--- src/rtl/rrtct_pkg.sv ---
// Shared codes and constants for the round-robin thread context table.
// Holds op, status and thread state codes and the stack frame sizes; no dependencies.
package rrtct_pkg;

    localparam logic [1:0] OP_CREATE    = 2'd0;
    localparam logic [1:0] OP_SWITCH    = 2'd1;
    localparam logic [1:0] OP_SET_STATE = 2'd2;

    localparam logic [1:0] ST_DEAD    = 2'd0;
    localparam logic [1:0] ST_READY   = 2'd1;
    localparam logic [1:0] ST_RUNNING = 2'd2;
    localparam logic [1:0] ST_BLOCKED = 2'd3;

    localparam logic [1:0] STAT_OK        = 2'd0;
    localparam logic [1:0] STAT_FULL      = 2'd1;
    localparam logic [1:0] STAT_BAD_INDEX = 2'd2;
    localparam logic [1:0] STAT_NO_THREAD = 2'd3;

    localparam logic [63:0] FRAME_BYTES      = 64'd4096;
    localparam logic [63:0] INIT_FRAME_BYTES = 64'd160;

    typedef logic [63:0] t_word;

endpackage

--- src/rtl/round_robin_thread_context_table.sv ---
// Round-robin thread context table: top level with the sequencer and the context memories.
// Depends on rrtct_pkg for op, status and state codes, the frame sizes and the word type.
//
// One request is taken at a time. Create, set-state and the unused op complete in S_EXEC,
// which registers their response. A switch passes from S_EXEC through S_FIX, to fix the
// current entry when a thread is current, then through S_SCAN_RD and S_SCAN_CHK for each
// entry examined by the scan, then through S_FETCH to fetch the chosen context. The scan
// reads one state entry at a time from the registered read port. The state memory needs no
// clearing pass after reset, because only entries below the thread count are ever read.
module round_robin_thread_context_table #(
    parameter int THREAD_SLOTS = 16
) (
    input  logic                 i_clk,
    input  logic                 i_rst_n,
    input  logic                 i_valid,
    output logic                 o_ready,
    input  logic [1:0]           i_op,
    input  rrtct_pkg::t_word     i_stack_value,
    input  rrtct_pkg::t_word     i_space_root,
    input  logic [3:0]           i_target_id,
    input  logic [1:0]           i_target_state,
    output logic                 o_valid,
    input  logic                 i_ready,
    output logic [1:0]           o_status,
    output rrtct_pkg::t_word     o_resume_stack,
    output rrtct_pkg::t_word     o_new_space_root,
    output rrtct_pkg::t_word     o_privileged_stack_top,
    output logic [3:0]           o_chosen_id
);
    import rrtct_pkg::*;

    localparam int IW = (THREAD_SLOTS > 1) ? $clog2(THREAD_SLOTS) : 1;
    localparam int CW = $clog2(THREAD_SLOTS + 1);
    localparam int XW = IW + 1;
    localparam int TW = (XW > 4) ? XW : 4;

    localparam logic [2:0] S_IDLE     = 3'd0;
    localparam logic [2:0] S_EXEC     = 3'd1;
    localparam logic [2:0] S_FIX      = 3'd2;
    localparam logic [2:0] S_SCAN_RD  = 3'd3;
    localparam logic [2:0] S_SCAN_CHK = 3'd4;
    localparam logic [2:0] S_FETCH    = 3'd5;

    logic [2:0]    r_state, n_state;
    logic [CW-1:0] r_count, n_count;
    logic          r_cur_valid, n_cur_valid;
    logic [IW-1:0] r_cur, n_cur;
    logic [IW-1:0] r_next, n_next;
    logic [CW-1:0] r_k, n_k;

    logic [1:0]    r_op;
    t_word         r_sv;
    t_word         r_root;
    logic [3:0]    r_tid;
    logic [1:0]    r_tst;

    logic [1:0]    r_mem_state [THREAD_SLOTS];
    t_word         r_mem_saved [THREAD_SLOTS];
    t_word         r_mem_root  [THREAD_SLOTS];
    t_word         r_mem_top   [THREAD_SLOTS];
    logic [1:0]    r_rd_state;
    t_word         r_rd_saved;
    t_word         r_rd_root;
    t_word         r_rd_top;

    logic          r_out_valid;
    logic [1:0]    r_out_status;
    t_word         r_out_rs;
    t_word         r_out_root;
    t_word         r_out_top;
    logic [3:0]    r_out_id;

    logic [IW-1:0] rd_addr;
    logic [IW-1:0] w_addr;
    logic          w_state_en;
    logic [1:0]    w_state_data;
    logic          w_saved_en;
    t_word         w_saved_data;
    logic          w_ctx_en;

    logic          emit;
    logic [1:0]    e_status;
    t_word         e_rs;
    t_word         e_root;
    t_word         e_top;
    logic [3:0]    e_id;

    logic          out_free;
    logic          table_full;
    logic          bad_tid;
    logic          found;
    logic          k_last;

    function automatic logic [IW-1:0] wrap_inc(input logic [IW-1:0] x,
                                               input logic [CW-1:0] cnt);
        logic [XW-1:0] inc;
        inc = {1'b0, x} + XW'(1);
        if (inc == XW'(cnt)) begin
            return '0;
        end
        return inc[IW-1:0];
    endfunction

    assign out_free   = !r_out_valid || i_ready;
    assign table_full = (XW'(r_count) == XW'(THREAD_SLOTS));
    assign bad_tid    = (TW'(r_tid) >= TW'(r_count));
    assign found      = (r_rd_state == ST_READY) || (r_rd_state == ST_RUNNING);
    assign k_last     = ((XW'(r_k) + XW'(1)) == XW'(r_count));
    assign o_ready    = (r_state == S_IDLE);

    always_comb begin
        n_state      = r_state;
        n_count      = r_count;
        n_cur_valid  = r_cur_valid;
        n_cur        = r_cur;
        n_next       = r_next;
        n_k          = r_k;
        rd_addr      = r_next;
        w_addr       = r_next;
        w_state_en   = 1'b0;
        w_state_data = ST_READY;
        w_saved_en   = 1'b0;
        w_saved_data = r_sv;
        w_ctx_en     = 1'b0;
        emit         = 1'b0;
        e_status     = STAT_OK;
        e_rs         = '0;
        e_root       = '0;
        e_top        = '0;
        e_id         = '0;
        unique case (r_state)
            S_IDLE: begin
                if (i_valid) begin
                    n_state = S_EXEC;
                end
            end
            S_EXEC: begin
                unique case (r_op)
                    OP_CREATE: begin
                        if (out_free) begin
                            emit    = 1'b1;
                            n_state = S_IDLE;
                            if (table_full) begin
                                e_status = STAT_FULL;
                            end else begin
                                w_addr       = IW'(r_count);
                                w_state_en   = 1'b1;
                                w_state_data = ST_READY;
                                w_saved_en   = 1'b1;
                                w_saved_data = r_sv + (FRAME_BYTES - INIT_FRAME_BYTES);
                                w_ctx_en     = 1'b1;
                                e_id         = 4'(r_count);
                                n_count      = r_count + CW'(1);
                            end
                        end
                    end
                    OP_SWITCH: begin
                        if (r_count == '0) begin
                            if (out_free) begin
                                emit     = 1'b1;
                                e_status = STAT_NO_THREAD;
                                e_rs     = r_sv;
                                n_state  = S_IDLE;
                            end
                        end else if (r_cur_valid) begin
                            w_addr     = r_cur;
                            w_saved_en = 1'b1;
                            rd_addr    = r_cur;
                            n_state    = S_FIX;
                        end else begin
                            n_next  = '0;
                            n_k     = '0;
                            n_state = S_SCAN_RD;
                        end
                    end
                    OP_SET_STATE: begin
                        if (out_free) begin
                            emit    = 1'b1;
                            n_state = S_IDLE;
                            if (bad_tid) begin
                                e_status = STAT_BAD_INDEX;
                            end else begin
                                w_addr       = IW'(r_tid);
                                w_state_en   = 1'b1;
                                w_state_data = r_tst;
                                e_id         = r_tid;
                            end
                        end
                    end
                    default: begin
                        if (out_free) begin
                            emit    = 1'b1;
                            n_state = S_IDLE;
                        end
                    end
                endcase
            end
            S_FIX: begin
                if (r_rd_state == ST_RUNNING) begin
                    w_addr       = r_cur;
                    w_state_en   = 1'b1;
                    w_state_data = ST_READY;
                end
                n_next  = wrap_inc(r_cur, r_count);
                n_k     = '0;
                n_state = S_SCAN_RD;
            end
            S_SCAN_RD: begin
                n_state = S_SCAN_CHK;
            end
            S_SCAN_CHK: begin
                if (found) begin
                    w_addr       = r_next;
                    w_state_en   = 1'b1;
                    w_state_data = ST_RUNNING;
                    n_cur        = r_next;
                    n_cur_valid  = 1'b1;
                    n_state      = S_FETCH;
                end else if (k_last) begin
                    if (out_free) begin
                        emit     = 1'b1;
                        e_status = STAT_NO_THREAD;
                        e_rs     = r_sv;
                        n_state  = S_IDLE;
                    end
                end else begin
                    n_next  = wrap_inc(r_next, r_count);
                    n_k     = r_k + CW'(1);
                    n_state = S_SCAN_RD;
                end
            end
            S_FETCH: begin
                if (out_free) begin
                    emit    = 1'b1;
                    e_rs    = r_rd_saved;
                    e_root  = r_rd_root;
                    e_top   = r_rd_top;
                    e_id    = 4'(r_next);
                    n_state = S_IDLE;
                end
            end
            default: begin
                n_state = S_IDLE;
            end
        endcase
    end

    always_ff @(posedge i_clk) begin
        if (!i_rst_n) begin
            r_state     <= S_IDLE;
            r_count     <= '0;
            r_cur_valid <= 1'b0;
            r_cur       <= '0;
            r_next      <= '0;
            r_k         <= '0;
            r_out_valid <= 1'b0;
        end else begin
            r_state     <= n_state;
            r_count     <= n_count;
            r_cur_valid <= n_cur_valid;
            r_cur       <= n_cur;
            r_next      <= n_next;
            r_k         <= n_k;
            if (emit) begin
                r_out_valid <= 1'b1;
            end else if (i_ready) begin
                r_out_valid <= 1'b0;
            end
        end
    end

    always_ff @(posedge i_clk) begin
        if (i_valid && o_ready) begin
            r_op   <= i_op;
            r_sv   <= i_stack_value;
            r_root <= i_space_root;
            r_tid  <= i_target_id;
            r_tst  <= i_target_state;
        end
        if (emit) begin
            r_out_status <= e_status;
            r_out_rs     <= e_rs;
            r_out_root   <= e_root;
            r_out_top    <= e_top;
            r_out_id     <= e_id;
        end
    end

    always_ff @(posedge i_clk) begin
        if (w_state_en) begin
            r_mem_state[w_addr] <= w_state_data;
        end
        if (w_saved_en) begin
            r_mem_saved[w_addr] <= w_saved_data;
        end
        if (w_ctx_en) begin
            r_mem_root[w_addr] <= r_root;
            r_mem_top[w_addr]  <= r_sv + FRAME_BYTES;
        end
        r_rd_state <= r_mem_state[rd_addr];
        r_rd_saved <= r_mem_saved[rd_addr];
        r_rd_root  <= r_mem_root[rd_addr];
        r_rd_top   <= r_mem_top[rd_addr];
    end

    assign o_valid                = r_out_valid;
    assign o_status               = r_out_status;
    assign o_resume_stack         = r_out_rs;
    assign o_new_space_root       = r_out_root;
    assign o_privileged_stack_top = r_out_top;
    assign o_chosen_id            = r_out_id;

    a_count_range: assert property (@(posedge i_clk) disable iff (!i_rst_n)
        XW'(r_count) <= XW'(THREAD_SLOTS))
        else $error("Thread count exceeds the table size.");

    a_cur_registered: assert property (@(posedge i_clk) disable iff (!i_rst_n)
        r_cur_valid |-> (XW'(r_cur) < XW'(r_count)))
        else $error("Current thread index is not a registered entry.");

    a_scan_bound: assert property (@(posedge i_clk) disable iff (!i_rst_n)
        (r_state == S_SCAN_CHK) |-> (r_k < r_count))
        else $error("Scan ran past the registered entries.");

    a_result_after_work: assert property (@(posedge i_clk) disable iff (!i_rst_n)
        $rose(o_valid) |-> ($past(r_state) != S_IDLE))
        else $error("Response appeared without a request in progress.");

endmodule

--- config.mk ---
export PLATFORM = sky130hd
export DESIGN_NAME = round_robin_thread_context_table
export DESIGN_NICKNAME = d
export VERILOG_FILES = /design/src/rtl/rrtct_pkg.sv /design/src/rtl/round_robin_thread_context_table.sv
export SDC_FILE = /design/constraint.sdc
export NUM_CORES = 2
export LEC_CHECK = 0
export BUFFER_PORTS_ARGS = -buffer_cell sky130_fd_sc_hd__buf_2
export CORE_UTILIZATION = 40
export CTS_BUF_LIST = sky130_fd_sc_hd__clkbuf_8
export DETAILED_ROUTE_END_ITERATION = 7
export SYNTH_ARGS = -nofsm -noshare
export SYNTH_HDL_FRONTEND = slang
export SYNTH_SLANG_ARGS = --single-unit
--- constraint.sdc ---
create_clock -name i_clk -period 14.7 [get_ports i_clk]
set_input_delay 0.735 -clock i_clk [delete_from_list [all_inputs] [get_ports i_clk]]
set_output_delay 0.735 -clock i_clk [all_outputs]
set_load 0.02 [all_outputs]
==> flow_summary_export.csv <==
group,metric,value,unit
placed_design,portBuffers,339,
global_route,gr-total-overflow,0,
pwr,power_frac_seq,55.7,%
floorplan,ioPinCount,340,
pwr,p_comb_share,5.0,%
clock_tree,ctsHoldBuffers,138,
worst_hold_path,hold_path_class,"in2reg",
sta,setup_viol,0,
logic_synthesis,ys.flop_type,"edfxtp_1",
floorplan,num_rows,213,
pwr,power_switching,5120,µW
global_route,groute.usage.overall,24.1,%
setup_path,required,15770,ps
logic_synthesis,ys_seq_area_share,79.0,%
setup_path,worstPathCellList,"inv_1, ha_1, nor4b_2, buf_4, o41ai_1, and2_4, buf_4, buf_4, buf_4, buf_4, nand2_1, a31oi_1, nand4_1, o311ai_1",
detailed_routing,drt_first_iter_violations,11246,
floorplan,die_w,586,µm
status,status,"complete, no violations",
clock_tree,post_cts_resized,0,
global_route,grt_max_degree,129,
sta,fin_worst_skew,82.8,ps
detailed_routing,drtPass1Iterations,6,
logic_synthesis,synth-async-reset-ratio,0,%
run,cap_violations,0,
logic_synthesis,netlist_instances,9511,
logic_synthesis,synth_top_area_cell,"edfxtp_1",
cells_and_area,final_cells,15318,
setup_path,path_class,"reg2reg",
global_route,grt_pass1_wl,596000,µm
clock_tree,cts_inserted_buffers,594,
cells_and_area,drive_gt1_share,13.0,%
pwr,intPower,16200,µW
logic_synthesis,syn_area,136000,µm²
floorplan,die_area,343000,µm²
sta,hold_viol,0,
sta,rsz0062_at_grt,"false",
pwr,swShare,24.1,%
logic_synthesis,avgSynthCellArea,14.3,µm²
pwr,p_leak,0.0525,µW
clock_tree,clk_pin_slew,60,ps
cells_and_area,multiInputGateArea,26900,µm²
clock_tree,cts_root_buf,"clkbuf_8",
clock_tree,cts_tree,"yes",
logic_synthesis,synth_edf_count,3438,
cells_and_area,regArea,108000,µm²
sta,max_slew_margin,10.9,%
logic_synthesis,ys_ff_latch,3655,
setup_path,crit_arrival,7730,ps
global_route,antenna_found_initial,44,
detailed_routing,ant_nets,0,
sta,layout_min_cycle_time,6660,ps
setup_path,r2r_setup_slack,8040,ps
detailed_routing,wire_per_inst,27.8,µm
sta,fin_ws,8040,ps
floorplan,start_util,40.4,%
logic_synthesis,synth_area_leaders,"edfxtp_1 76%, nand2_1 5.1%, dfxtp_1 3.2%, nand3_1 3.0%, o22ai_1 1.5%",
setup_path,slowest_delay,870,ps
clock_tree,clock-sinks,3655,
cells_and_area,final_common_cell,"edfxtp_1",
floorplan,coreArea,338000,µm²
sta,period_share,45.3,%
setup_path,cpMostUsedCell,"buf_4",
placed_design,placed_cells_incl_taps,14005,
logic_synthesis,syn_nets,9663,
setup_path,slowest_stage,"buf_4",
sta,fmax,150,MHz
pwr,clock_power_share,39.3,%
floorplan,die_h,586,µm
detailed_routing,post-route-drc-count,0,
logic_synthesis,synth_top_area_share,75.8,%
setup_path,crit_path_end_kind,"flop",
clock_tree,clockBufferDepth,4,
sta,finalMaxSlewViolations,0,
clock_tree,cts_setup_buffers,0,
cells_and_area,fillCellCount,29519,
sta,tns,0,ps
placed_design,place.gp.congestion,0.855,
sta,worst_slew_pin_slew,1330,ps
pwr,ir_drop,0.0000946,V
clock_tree,h-tree-depth,6,
setup_path,cp_max_fo,85,
detailed_routing,wl,426000,µm
cells_and_area,final_cell_mix,"3438 x edfxtp_1, 1855 x nand2_1, 818 x nand3_1, 655 x clkbuf_8, 427 x nor2_1",
logic_synthesis,synth_warnings,0,
global_route,grt_pass1_vias,83065,
clock_tree,clk_latency,1220,ps
cells_and_area,num-nets-final,10376,
placed_design,preCtsSetupSlack,8190,ps
setup_path,cp-start-kind,"flop",
detailed_routing,num_vias,86750,
cells_and_area,syn_to_final_growth,14.9,%
pwr,powerDensity,136,nW/µm²
placed_design,hpwl,227000,µm
logic_synthesis,ys_types,73,
detailed_routing,vias_per_cell,5.66,
[stage by stage]
step | hold slack, ps | area (µm²) | power (µW) | utilization [%]
final | 154 | 157000 | 21300 | 46.4
after global routing | 134 | 157000 | 21900 | 46.4
after CTS | 33.6 | 156000 | 21400 | 46.3
after detailed placement | 481 | 144000 | 13100 | 42.6
after global placement | 458 | 144000 | 13100 | 42.6
after floorplan | 449 | 136000 | 12500 | -
[layout make-up]
class / instances / area share, %
Clock buffer: 655 / 5.76
Antenna cell: 101 / 0.161
Multi-Input combinational cell: 5258 / 17.2
Inverter: 20 / 0.0479
Clock inverter: 419 / 1.40
Timing Repair Buffer: 695 / 3.13
Sequential cell: 3655 / 68.7
Tap cell: 4515 / 3.61
[registers in the layout, summed over array words and instances, names as in the netlist, 3 cells and up]
name                    count
r_mem_root               1024
r_mem_saved              1024
r_mem_top                1024
o_new_space_root           64
o_privileged_stack_top     64
o_resume_stack             64
r_rd_root                  64
r_rd_saved                 64
r_rd_top                   64
r_root                     64
r_sv                       64
r_mem_state                32
r_count                     5
r_k                         5
o_chosen_id                 4
r_cur                       4
r_next                      4
r_tid                       4
r_state                     3
[power by group through the flow]
stage | logic, µW | clock network [µW] | registers, µW
finish | 1050 | 8370 | 11900
global route | 1120 | 8930 | 11900
CTS | 1050 | 8500 | 11800
detailed placement | 1010 | 0 | 12100
global placement | 997 | 0 | 12100
floorplan | 509 | 0 | 12000
[cells by family after synthesis]
family | synth area share, %
simple gates | 12.9
flops | 79.0
buf+inv | 1.74
fa+ha+maj | 0.110
mux | 0.0753
xor+xnor | 0.836
compound gates | 5.35
[metal layers]
| metal | up-vias | share of wire [%] | GRT usage [%] |
|---|---|---|---|
| met1 | 43768 | 41 | 33.5 |
| met3 | 793 | 10 | 4.67 |
| met5 | - | 0.019 | 0 |
| met4 | 12 | 3.7 | 8.96 |
| li1 | 37164 | - | - |
| met2 | 5013 | 46 | 37.6 |
[synthesized netlist by cell type, types with 4 or more instances]
cell      number
edfxtp_1    3438
nand2_1     1862
nand3_1      818
nor2_1       450
clkbuf_1     437
o21ai_0      350
o22ai_1      331
or3_1        300
dfxtp_1      217
nand4_1      217
a31oi_1      200
and2_1       133
a21oi_1      132
buf_2         88
xnor2_1       71
a22o_1        67
xor2_1        59
buf_1         48
o21ai_1       35
nor3_1        34
and3_1        22
o311ai_0      22
inv_1         19
o311ai_1      19
ha_1          12
nand2b_1      12
nor2b_1       10
and4_1         9
mux2i_1        8
a211oi_1       6
buf_4          5
nor3b_1        5
o31ai_1        5
nand2_2        4
nor4_1         4
[path summary, 6_finish.rpt]
| path | cells after the start | to | startpoint |
|---|---|---|---|
| setup / recovery | 14 | r_rd_saved[48]$_DFF_P_ | r_count[0]$_SDFFE_PN0P_ |
| hold / removal | 3 | o_valid$_SDFFE_PN0P_ | i_ready |
| hold reg to reg | 1 | o_new_space_root[41]$_SDFFCE_PN0P_ | r_rd_root[41]$_DFF_P_ |
| setup reg to reg | 14 | r_rd_saved[48]$_DFF_P_ | r_count[0]$_SDFFE_PN0P_ |
[critical path: cells and delay by family (launching register included)]
family          cells  cell delay (ps)
compound gates      3              910
simple gates        4             1100
fa+ha+maj           1              240
flops               1              580
buf+inv             6             3410
Note: power is estimated with default switching activity, not from simulation.
